### config.mk
export PLATFORM = sky130hd
export DESIGN_NAME = swipe_direction_arbiter
export DESIGN_NICKNAME = d
export VERILOG_FILES = /design/src/rtl/core/sda_pkg.sv /design/src/rtl/core/swipe_direction_arbiter.sv
export SDC_FILE = /design/constraint.sdc
export NUM_CORES = 1
export LEC_CHECK = 0
export BUFFER_PORTS_ARGS = -buffer_cell sky130_fd_sc_hd__buf_2
export CAP_MARGIN = 10
export CORE_UTILIZATION = 30
export DETAILED_ROUTE_END_ITERATION = 8
export GPL_TIMING_DRIVEN = 1
export REMOVE_ABC_BUFFERS = 1
export SLEW_MARGIN = 20
export SYNTH_ARGS = -nofsm -noshare
export SYNTH_HDL_FRONTEND = slang
export SYNTH_SLANG_ARGS = --single-unit
### constraint.sdc
create_clock -name clock -period 15.9 [get_ports clock]
set_clock_uncertainty 0.2 [all_clocks]
set_input_delay 2.385 -clock clock [delete_from_list [all_inputs] [get_ports clock]]
set_output_delay 2.385 -clock clock [all_outputs]
set_load 0.01 [all_outputs]
### src/rtl/core/sda_pkg.sv
// ----------------------------------------------------------------------------
// sda_pkg
// Shared types and codes for the swipe direction arbiter.
// ----------------------------------------------------------------------------
`default_nettype none

package sda_pkg;

   // event kind codes
   localparam logic [1:0] KIND_OTHER = 2'd0;
   localparam logic [1:0] KIND_TOUCH = 2'd1;
   localparam logic [1:0] KIND_DIR   = 2'd2;

   // direction codes
   localparam logic [1:0] DIR_N = 2'd0;
   localparam logic [1:0] DIR_E = 2'd1;
   localparam logic [1:0] DIR_S = 2'd2;
   localparam logic [1:0] DIR_W = 2'd3;

   // register indexes
   localparam logic [1:0] CSR_LEAD_MARGIN  = 2'd0;
   localparam logic [1:0] CSR_SAMPLE_LIMIT = 2'd1;
   localparam logic [1:0] CSR_IDLE_TIMEOUT = 2'd2;

   // register reset values
   localparam logic [7:0]  LEAD_MARGIN_RST  = 8'd3;
   localparam logic [7:0]  SAMPLE_LIMIT_RST = 8'd8;
   localparam logic [31:0] IDLE_TIMEOUT_RST = 32'd0;

   // one input beat
   typedef struct packed {
      logic [1:0]  kind;
      logic [1:0]  direction;
      logic        pressed;
      logic [31:0] timestamp_ms;
   } item_type;

   // vote state
   typedef struct packed {
      logic [3:0][7:0] counts;
      logic [1:0]      chosen;
      logic            decided;
      logic            emitted;
      logic            awaiting;
   } vote_type;

endpackage

`default_nettype wire

### src/rtl/core/swipe_direction_arbiter.sv
// ----------------------------------------------------------------------------
// swipe_direction_arbiter
// Votes on swipe direction and passes one direction press and its release per gesture; other events pass.
// ----------------------------------------------------------------------------
//
//   channel  ports                                        role
//   -------  -------------------------------------------  ---------------------
//   req      req_valid req_stall req_type req_direction   event beat in
//            req_pressed req_timestamp_ms
//   rsp      rsp_valid rsp_stall rsp_pass_event           one verdict per event
//   csr      csr_wr_en csr_index csr_wdata                register write
//
// one beat per cycle sustained while rsp_stall is low; rsp_valid rises once the
// beat has passed the input register and the vote update into the result register
// synchronous active-high reset clears the vote, the flags, the stored time
// and loads register defaults
// rsp_stall holds the result register; req_stall rises only when both the
// input and result registers are full and the result is not taken
`default_nettype none

module swipe_direction_arbiter (
   input  wire logic        clock,
   input  wire logic        reset,
   input  wire logic        req_valid,
   output logic             req_stall,
   input  wire logic [1:0]  req_type,
   input  wire logic [1:0]  req_direction,
   input  wire logic        req_pressed,
   input  wire logic [31:0] req_timestamp_ms,
   output logic             rsp_valid,
   input  wire logic        rsp_stall,
   output logic             rsp_pass_event,
   input  wire logic        csr_wr_en,
   input  wire logic [1:0]  csr_index,
   input  wire logic [31:0] csr_wdata
);

   // configuration registers
   logic [7:0]  lead_ff;
   logic [7:0]  limit_ff;
   logic [31:0] timeout_ff;

   always_ff @(posedge clock) begin
      if (reset) begin
         lead_ff    <= sda_pkg::LEAD_MARGIN_RST;
         limit_ff   <= sda_pkg::SAMPLE_LIMIT_RST;
         timeout_ff <= sda_pkg::IDLE_TIMEOUT_RST;
      end else if (csr_wr_en) begin
         case (csr_index)
            sda_pkg::CSR_LEAD_MARGIN:  lead_ff    <= csr_wdata[7:0];
            sda_pkg::CSR_SAMPLE_LIMIT: limit_ff   <= csr_wdata[7:0];
            sda_pkg::CSR_IDLE_TIMEOUT: timeout_ff <= csr_wdata;
            default: ;
         endcase
      end
   end

   // pipeline control
   logic             in_vld_ff;
   sda_pkg::item_type item_ff;
   logic             out_vld_ff;
   logic             out_pass_ff;
   logic             advance;
   logic             out_free;

   assign out_free  = !out_vld_ff || !rsp_stall;
   assign advance   = in_vld_ff && out_free;
   assign req_stall = in_vld_ff && !out_free;

   // input register
   always_ff @(posedge clock) begin
      if (reset) begin
         in_vld_ff <= 1'b0;
      end else if (!req_stall) begin
         in_vld_ff <= req_valid;
      end
   end

   always_ff @(posedge clock) begin
      if (req_valid && !req_stall) begin
         item_ff.kind         <= req_type;
         item_ff.direction    <= req_direction;
         item_ff.pressed      <= req_pressed;
         item_ff.timestamp_ms <= req_timestamp_ms;
      end
   end

   // vote state
   sda_pkg::vote_type vote_ff;
   sda_pkg::vote_type vote_in;
   logic [31:0]       last_ff;
   logic [31:0]       last_in;
   logic              pass_in;

   // vote update for the beat in the input register
   sda_pkg::vote_type base;
   sda_pkg::vote_type bumped;
   logic [31:0]       gap;
   logic              timed_out;
   logic [8:0]        vert;
   logic [8:0]        horiz;
   logic [9:0]        total;
   logic [8:0]        diff;
   logic              commit;
   logic [1:0]        pick;

   always_comb begin
      vote_in = vote_ff;
      last_in = last_ff;
      pass_in = 1'b1;

      // idle gap check, modulo 2^32
      gap       = item_ff.timestamp_ms - last_ff;
      timed_out = (timeout_ff != 32'd0) && (last_ff != 32'd0) && (gap > timeout_ff);

      base = vote_ff;
      if (timed_out) begin
         base = '0;
      end

      // count this press
      bumped = base;
      bumped.counts[item_ff.direction] = base.counts[item_ff.direction] + 8'd1;

      vert  = {1'b0, bumped.counts[sda_pkg::DIR_N]} + {1'b0, bumped.counts[sda_pkg::DIR_S]};
      horiz = {1'b0, bumped.counts[sda_pkg::DIR_E]} + {1'b0, bumped.counts[sda_pkg::DIR_W]};
      total = {1'b0, vert} + {1'b0, horiz};
      diff  = (vert > horiz) ? (vert - horiz) : (horiz - vert);
      commit = (diff >= {1'b0, lead_ff}) ||
               ((total >= {2'b00, limit_ff}) && (vert != horiz));

      // larger counter in the leading axis, ties to north or east
      if (vert > horiz) begin
         pick = (bumped.counts[sda_pkg::DIR_N] >= bumped.counts[sda_pkg::DIR_S]) ?
                sda_pkg::DIR_N : sda_pkg::DIR_S;
      end else begin
         pick = (bumped.counts[sda_pkg::DIR_E] >= bumped.counts[sda_pkg::DIR_W]) ?
                sda_pkg::DIR_E : sda_pkg::DIR_W;
      end

      case (item_ff.kind)
         sda_pkg::KIND_TOUCH: begin
            if (!item_ff.pressed) begin
               vote_in = '0;
            end
         end
         sda_pkg::KIND_DIR: begin
            last_in = item_ff.timestamp_ms;
            vote_in = base;
            if (!item_ff.pressed) begin
               // release of the committed direction
               if (base.awaiting && (item_ff.direction == base.chosen)) begin
                  vote_in.awaiting = 1'b0;
               end else begin
                  pass_in = 1'b0;
               end
            end else if (base.emitted) begin
               pass_in = 1'b0;
            end else begin
               vote_in = bumped;
               if (!base.decided) begin
                  if (commit) begin
                     vote_in.chosen  = pick;
                     vote_in.decided = 1'b1;
                  end
               end
               if (!vote_in.decided || (item_ff.direction != vote_in.chosen)) begin
                  pass_in = 1'b0;
               end else begin
                  vote_in.emitted  = 1'b1;
                  vote_in.awaiting = 1'b1;
               end
            end
         end
         default: ;
      endcase
   end

   always_ff @(posedge clock) begin
      if (reset) begin
         vote_ff <= '0;
         last_ff <= 32'd0;
      end else if (advance) begin
         vote_ff <= vote_in;
         last_ff <= last_in;
      end
   end

   // result register
   always_ff @(posedge clock) begin
      if (reset) begin
         out_vld_ff <= 1'b0;
      end else if (out_free) begin
         out_vld_ff <= in_vld_ff;
      end
   end

   always_ff @(posedge clock) begin
      if (advance) begin
         out_pass_ff <= pass_in;
      end
   end

   assign rsp_valid      = out_vld_ff;
   assign rsp_pass_event = out_pass_ff;

   // checks
   a_await_needs_emit: assert property (@(posedge clock) disable iff (reset)
      vote_ff.awaiting |-> vote_ff.emitted)
      else $error("awaiting release without an emitted press");

   a_emit_needs_decision: assert property (@(posedge clock) disable iff (reset)
      vote_ff.emitted |-> vote_ff.decided)
      else $error("press emitted without a committed direction");

   a_stall_only_when_full: assert property (@(posedge clock) disable iff (reset)
      req_stall |-> (in_vld_ff && out_vld_ff && rsp_stall))
      else $error("input stalled while the pipeline can move");

   a_lift_clears_vote: assert property (@(posedge clock) disable iff (reset)
      (advance && (item_ff.kind == sda_pkg::KIND_TOUCH) && !item_ff.pressed)
      |=> (!vote_ff.decided && !vote_ff.awaiting && (vote_ff.counts == '0)))
      else $error("touch lift did not clear the vote");

endmodule

`default_nettype wire
==> results.cfg, run 1 <==
[placement]
hpwl_um = 25600
finalWeightedCongestion = 0.931
port-buffer-count = 78

[run]
maxCapViolCount = 0

[yosys]
biggest_area_consumer_among_synthesized_cells = sky130_fd_sc_hd__dfxtp_1
synth_edf_count = 38
yosysTopAreaCellShare_pct = 20.4
synthTopCellsByArea = sky130_fd_sc_hd__dfxtp_1 (20%), sky130_fd_sc_hd__ha_1 (15%), sky130_fd_sc_hd__edfxtp_1 (9.8%)
synth-compound-area-share_pct = 20.3
yosys.area_share.xor_xnor_pct = 4.58
seq_area_frac_synth_pct = 30.2
syn-cell-area_um2 = 11700
combinational_family_with_the_most_area_after_synthesis = compound AO/OA/AOI/OAI gates
ys_warn_count = 0
synth-adder-area-share_pct = 15.7
synth.avg_cell_area_um2 = 8.04
synth_mux_area_share_pct = 3.03
yosys.area_share.simple_pct = 19.7
post_synth_num_cell_types = 75
netlist_instances = 1452
synth-main-ff-cell = sky130_fd_sc_hd__dfxtp_1
yosys_register_bits = 157
asyncSetResetFlopFracSynth_pct = 0

[final_layout]
final_cell_mix = sky130_fd_sc_hd__nand2_1 (212), sky130_fd_sc_hd__a21oi_1 (149), sky130_fd_sc_hd__inv_1 (142), sky130_fd_sc_hd__ha_1 (137), sky130_fd_sc_hd__dfxtp_1 (119)
syn_to_final_growth_pct = 12.3
nets = 1722
mostFrequentLayoutCell = sky130_fd_sc_hd__nand2_1
drive_above_1_share_pct = 10.2
diodes = 0

[cts]
cts-buffers-inserted = 17
tritoncts = built
cts-htree-levels = 4
root_buffer_cell = sky130_fd_sc_hd__clkbuf_16
worstSkewPairLatency_ns = 0.46
numClockSinks = 157
clock_transition_at_path_regs_ns = 0.07
clk_path_buf_depth = 2
cts_post_setup_buffers_inserted = 0
cts.hold.buffers_added = 0
cts-resized-gates = 0

[worst_setup_path]
rr_endpoint = rsp_pass_event
timing.rr.start = item_ff[0]
worstSetupStartpointType = flop
timing.critical_path.slowest_stage_cell = sky130_fd_sc_hd__a31o_2
worst_ep_arrival_time_ns = 12.65
r2r_setup_slack_ns = 3.21
critPathMaxFanout = 44
cp_common_cell = sky130_fd_sc_hd__ha_1
class_of_the_most_critical_setup_path = reg2reg
critPathRequiredTime_ns = 15.86
reg2reg_depth = 49
worst_setup_path_end_kind = flop
critPathMaxStageDelay_ns = 0.69

[timing]
period_share_pct = 79.8
post-route-min-period_ns = 12.69
timing.final.setup_violations = 0
final_report_hold_violation_count = 0
worst_pin_slew_ns = 1.05
maxClockFrequency_mhz = 78.8
setup_total_negative_slack_ns = 0
grt_setup_unrepaired = no
timing.final.max_slew_violations = 0
slew_headroom_pct = 29.7

[floorplanning]
die_area_um2 = 39700
coreArea_um2 = 38000
io-pin-count = 79
die_height_um = 199
start_util_pct = 30.7
placement_rows = 71
die_width_um = 199

[hold_path]
min_path_type = reg2reg
min_from = last_ff[13]
hold_path_end = last_ff[13]
min_path_cells = 2

[global_routing]
grt_antenna_before_repair = 0
grt_pass1_vias = 9793
grt_remaining_overflow = 0
grt.total_usage_pct = 16.7
first_pass_grt_wire_length_um = 51500
grt_start_max_net_pins = 93

[detailed_routing]
post_drt_wl_per_cell_um = 16.4
drt_pre_antenna_iters = 6
postRouteWirelength_um = 33200
drt-vias-per-instance = 5.19
dr.first_iter.drc_count = 774
drc_errors = 0
via_count = 10512
antenna_violating_nets_post_route = 0

[run_status]
run_status = finished, final reports clean

[pwr]
power_total_mw = 1.06
cellPowerDensity_nw_per_um2 = 80.9
power_leakage_nw = 5.11
peakVddDrop_mv = 0.105
-- critical path, delay by kind of cell (launching register included) --
| kind | cells | cell delay [ns] |
|---|---|---|
| flops | 1 | 0.39 |
| xor+xnor | 2 | 0.20 |
| simple gates | 12 | 3.48 |
| compound gates | 25 | 5.75 |
| fa+ha+maj | 7 | 2.14 |
| buf+inv | 3 | 0.23 |
-- layout make-up --
type	count	area, um2
inverter	142	533
tap	511	639
clock buffer	20	458
fill	4098	24900
sequential	157	3520
clock inverter	12	101
timing repair buffer	87	460
multi-input combinational	1098	7400
-- how the worst max path moves through the flow --
stage / startpoint / endpoint / slack [ns] / cells after the start
floorplan: item_ff[0] / rsp_pass_event / 4.98 / 49
global placement: item_ff[0] / rsp_pass_event / 3.74 / 48
detailed placement: item_ff[0] / rsp_pass_event / 3.32 / 48
CTS: item_ff[0] / rsp_pass_event / 3.28 / 48
global route: item_ff[0] / rsp_pass_event / 2.12 / 49
finish: item_ff[0] / rsp_pass_event / 3.21 / 49
-- state kept, by name, summed over array words and instances, names as in the netlist --
name,flops
timeout_ff,32
item_ff,37
last_ff,32
rsp_pass_event,1
lead_ff,8
rsp_valid,1
vote_ff,37
limit_ff,8
in_vld_ff,1
-- power breakdown --
group / leakage (nW) / switching, mW / internal [mW]
Combinational: 3.50 / 0.143 / 0.0925
Clock: 0.277 / 0.181 / 0.213
Sequential: 1.33 / 0.00960 / 0.422
Total: 5.11 / 0.334 / 0.727
-- layer usage --
| layer | share of wire [%] | GRT usage [%] | up-vias |
|---|---|---|---|
| li1 | - | - | 5163 |
| met1 | 46 | 22.3 | 4929 |
| met2 | 45 | 26.6 | 367 |
| met3 | 7.1 | 3.95 | 53 |
| met4 | 1.9 | 4.96 | 0 |
| met5 | 0 | 0 | - |
-- metrics by stage --
stage / hold WS (ns) / instance area, um2 / cells / utilization (%) / worst slack (ns)
2_1_floorplan: 0.241 / 11400 / 1397 / - / 4.98
3_3_place_gp: 0.257 / 12600 / 1995 / 33.0 / 3.74
3_5_place_dp: 0.260 / 12600 / 1995 / 33.0 / 3.32
4_1_cts: 0.270 / 13100 / 2027 / 34.5 / 3.28
5_1_grt: 0.294 / 13100 / 2027 / 34.5 / 2.12
6_report: 0.270 / 13100 / 2027 / 34.5 / 3.21
-- Yosys cell counts (4+ instances only) --
| library cell | number |
|---|---|
| sky130_fd_sc_hd__nand2_1 | 212 |
| sky130_fd_sc_hd__a21oi_1 | 149 |
| sky130_fd_sc_hd__inv_1 | 142 |
| sky130_fd_sc_hd__ha_1 | 137 |
| sky130_fd_sc_hd__dfxtp_1 | 119 |
| sky130_fd_sc_hd__nor2_1 | 100 |
| sky130_fd_sc_hd__o21ai_0 | 67 |
| sky130_fd_sc_hd__clkbuf_1 | 48 |
| sky130_fd_sc_hd__nand3_1 | 41 |
| sky130_fd_sc_hd__xnor2_1 | 39 |
| sky130_fd_sc_hd__edfxtp_1 | 38 |
| sky130_fd_sc_hd__a21o_1 | 26 |
| sky130_fd_sc_hd__nor4_1 | 23 |
| sky130_fd_sc_hd__nor2b_1 | 22 |
| sky130_fd_sc_hd__xor2_1 | 22 |
| sky130_fd_sc_hd__nand2b_1 | 21 |
| sky130_fd_sc_hd__nor3_1 | 18 |
| sky130_fd_sc_hd__o21bai_1 | 15 |
| sky130_fd_sc_hd__mux2i_1 | 14 |
| sky130_fd_sc_hd__and2_1 | 10 |
| sky130_fd_sc_hd__nand4_1 | 10 |
| sky130_fd_sc_hd__o211ai_1 | 10 |
| sky130_fd_sc_hd__and3_1 | 9 |
| sky130_fd_sc_hd__a22o_1 | 8 |
| sky130_fd_sc_hd__a22oi_1 | 8 |
| sky130_fd_sc_hd__a31oi_1 | 8 |
| sky130_fd_sc_hd__mux4_2 | 8 |
| sky130_fd_sc_hd__nand3b_1 | 8 |
| sky130_fd_sc_hd__o21a_1 | 8 |
| sky130_fd_sc_hd__o31ai_1 | 8 |
| sky130_fd_sc_hd__a21boi_0 | 7 |
| sky130_fd_sc_hd__a211oi_1 | 6 |
| sky130_fd_sc_hd__fa_1 | 6 |
| sky130_fd_sc_hd__or2_2 | 6 |
| sky130_fd_sc_hd__a221oi_1 | 5 |
| sky130_fd_sc_hd__a31o_2 | 5 |
| sky130_fd_sc_hd__o22ai_1 | 4 |
| sky130_fd_sc_hd__or3_1 | 4 |
-- cells by family after synthesis --
logic type / count (synthesis)
AO/OA/AOI/OAI: 372
XOR/XNOR: 61
adder cells (fa/ha/maj): 143
buffers and inverters: 197
flip-flops: 157
multiplexers: 25
AND/OR/NAND/NOR: 497
Power figures use the tool's default switching activity.
==> inputs of run 2 (changes only) <==
==> constraint.sdc (replaced) <==
create_clock -name clock -period 13.12 [get_ports clock]
set_clock_uncertainty 0.2 [all_clocks]
set_input_delay 1.968 -clock clock [delete_from_list [all_inputs] [get_ports clock]]
set_output_delay 1.968 -clock clock [all_outputs]
set_load 0.01 [all_outputs]
==> run 2 against run 1 <==
Effect of this change:
- clock power is 20% higher
- final area hardly changed
- register-to-register slack worse by 2.2 ns
- global-route usage hardly changed
- core utilization hardly changed
- sequential cell count stayed put
- sequential share of layout area hardly changed
- hold slack better by 0.0015 ns
- setup slack worse by 2.2 ns
- critical path type unchanged
==> results.cfg, run 2 (synthesis gave the netlist of run 1 again) <==
[run_status]
run_status = finished, final reports clean

[timing]
period_share_pct = 92.4
slew_headroom_pct = 28.0
worst_pin_slew_ns = 1.08
maxClockFrequency_mhz = 82.5
final_report_hold_violation_count = 0
timing.final.max_slew_violations = 0
setup_total_negative_slack_ns = 0
worst_slack_ns = 1.00
timing.final.setup_violations = 0
grt_setup_unrepaired = no
post-route-min-period_ns = 12.12

[worst_setup_path]
cp_common_cell = sky130_fd_sc_hd__ha_1
critPathMaxStageDelay_ns = 0.55
class_of_the_most_critical_setup_path = reg2reg
timing.rr.start = item_ff[0]
r2r_setup_slack_ns = 1.00
worst_ep_arrival_time_ns = 12.08
timing.critical_path.slowest_stage_cell = sky130_fd_sc_hd__or3_2
reg2reg_depth = 49
critPathMaxFanout = 26
rr_endpoint = rsp_pass_event
worstSetupStartpointType = flop
critPathRequiredTime_ns = 13.08
worst_setup_path_end_kind = flop

[cts]
numClockSinks = 157
tritoncts = built
cts_post_setup_buffers_inserted = 0
root_buffer_cell = sky130_fd_sc_hd__clkbuf_16
cts-htree-levels = 4
worstSkewPairLatency_ns = 0.45
clock_transition_at_path_regs_ns = 0.07
clk_path_buf_depth = 2
cts-buffers-inserted = 17

[placement]
dpl_worst_slack_ns = 0.707
finalWeightedCongestion = 0.890
hpwl_um = 25600
port-buffer-count = 78

[global_routing]
grt_start_max_net_pins = 104
grt.total_usage_pct = 16.7
grt_antenna_before_repair = 1
grt_pass1_vias = 9849
first_pass_grt_wire_length_um = 51600
grt_remaining_overflow = 0

[detailed_routing]
postRouteWirelength_um = 33100
drt-vias-per-instance = 5.13
antenna_violating_nets_post_route = 0
post_drt_wl_per_cell_um = 16.3
via_count = 10404
drc_errors = 0
drt_pre_antenna_iters = 5
dr.first_iter.drc_count = 714

[final_layout]
nFillCells = 4102
diodes = 0
nets = 1723
syn_to_final_growth_pct = 12.4
seq_area_um2 = 3520
drive_above_1_share_pct = 10.4
largest_registers = item_ff (37), vote_ff (37)
multi_input_comb_area_um2 = 7410
mostFrequentLayoutCell = sky130_fd_sc_hd__nand2_1
final_cell_mix = sky130_fd_sc_hd__nand2_1 (211), sky130_fd_sc_hd__a21oi_1 (149), sky130_fd_sc_hd__inv_1 (142), sky130_fd_sc_hd__ha_1 (137), sky130_fd_sc_hd__dfxtp_1 (119)

[floorplanning]
die_height_um = 199
die_area_um2 = 39700
placement_rows = 71
start_util_pct = 30.7
coreArea_um2 = 38000
die_width_um = 199
io-pin-count = 79

[pwr]
share_clk_of_total_power_pct = 36.8
combinationalPowerShare_pct = 22.4
power_total_mw = 1.28
switching_power_uw = 405
switching_share_pct = 31.6
power_leakage_nw = 5.12
power_report.internal_total_uw = 876
peakVddDrop_mv = 0.0972
p_seq_share_pct = 40.8
cellPowerDensity_nw_per_um2 = 97.6

[hold_path]
hold_path_end = last_ff[5]
min_from = last_ff[5]
min_path_cells = 2
min_path_type = reg2reg

[run]
maxCapViolCount = 0
==> run 2: worst max-delay path by stage <==
stage	depth (start not counted)	slack (ns)	start	to
3_3_place_gp	48	1.14	item_ff[0]	rsp_pass_event
5_1_grt	47	0.01	item_ff[0]	rsp_pass_event
3_5_place_dp	48	0.71	item_ff[0]	rsp_pass_event
6_report	49	1.00	item_ff[0]	rsp_pass_event
2_1_floorplan	49	2.20	item_ff[0]	rsp_pass_event
4_1_cts	48	0.68	item_ff[0]	rsp_pass_event
==> run 2: layer usage <==
layer | GRT usage (%) | share of wire [%] | vias up
met3 | 3.41 | 5.7 | 38
li1 | - | - | 5156
met4 | 4.25 | 1.6 | 2
met1 | 22.5 | 47 | 4906
met5 | 0 | 0.039 | -
met2 | 27.1 | 45 | 302
==> run 2: timing repair <==
item | in CTS | in global routing
hold buffers | 0 | 0
resized for setup | 0 | 2
setup endpoints to repair | 0 | 4
==> run 2: stage by stage <==
step / util, % / std cells / cell area (um2) / hold WS (ns)
CTS: 34.5 / 2027 / 13100 / 0.275
global route: 34.5 / 2027 / 13100 / 0.302
floorplan: - / 1397 / 11400 / 0.241
finish: 34.5 / 2027 / 13100 / 0.271
global placement: 33.0 / 1996 / 12600 / 0.257
detailed placement: 33.0 / 1996 / 12600 / 0.264
==> run 2: power by group through the flow <==
stage                     Combinational (mW)  Sequential [mW]  Clock (mW)
after floorplan                        0.197            0.530           0
after global placement                 0.278            0.533           0
after detailed placement               0.283            0.533           0
after CTS                              0.285            0.523       0.482
after global routing                   0.319            0.524       0.499
final                                  0.287            0.523       0.472
==> run 2: critical path, delay by kind of cell, from the launching register on <==
family                     cells  cell delay (ns)
AOI/OAI and AO/OA             23             4.67
and+or+nand+nor               12             3.36
xor gates and xnor gates       3             0.52
adders and majority gates      7             2.13
buffers and inverters          3             0.23
DFF                            1             0.40
muxes                          1             0.26
==> run 2: cell type report <==
type | instances | area share (%)
Clock buffer | 18 | 3.35
Clock inverter | 13 | 0.829
Inverter | 142 | 4.06
Multi-Input combinational cell | 1098 | 56.5
Sequential cell | 157 | 26.8
Tap cell | 511 | 4.87
Timing Repair Buffer | 88 | 3.59
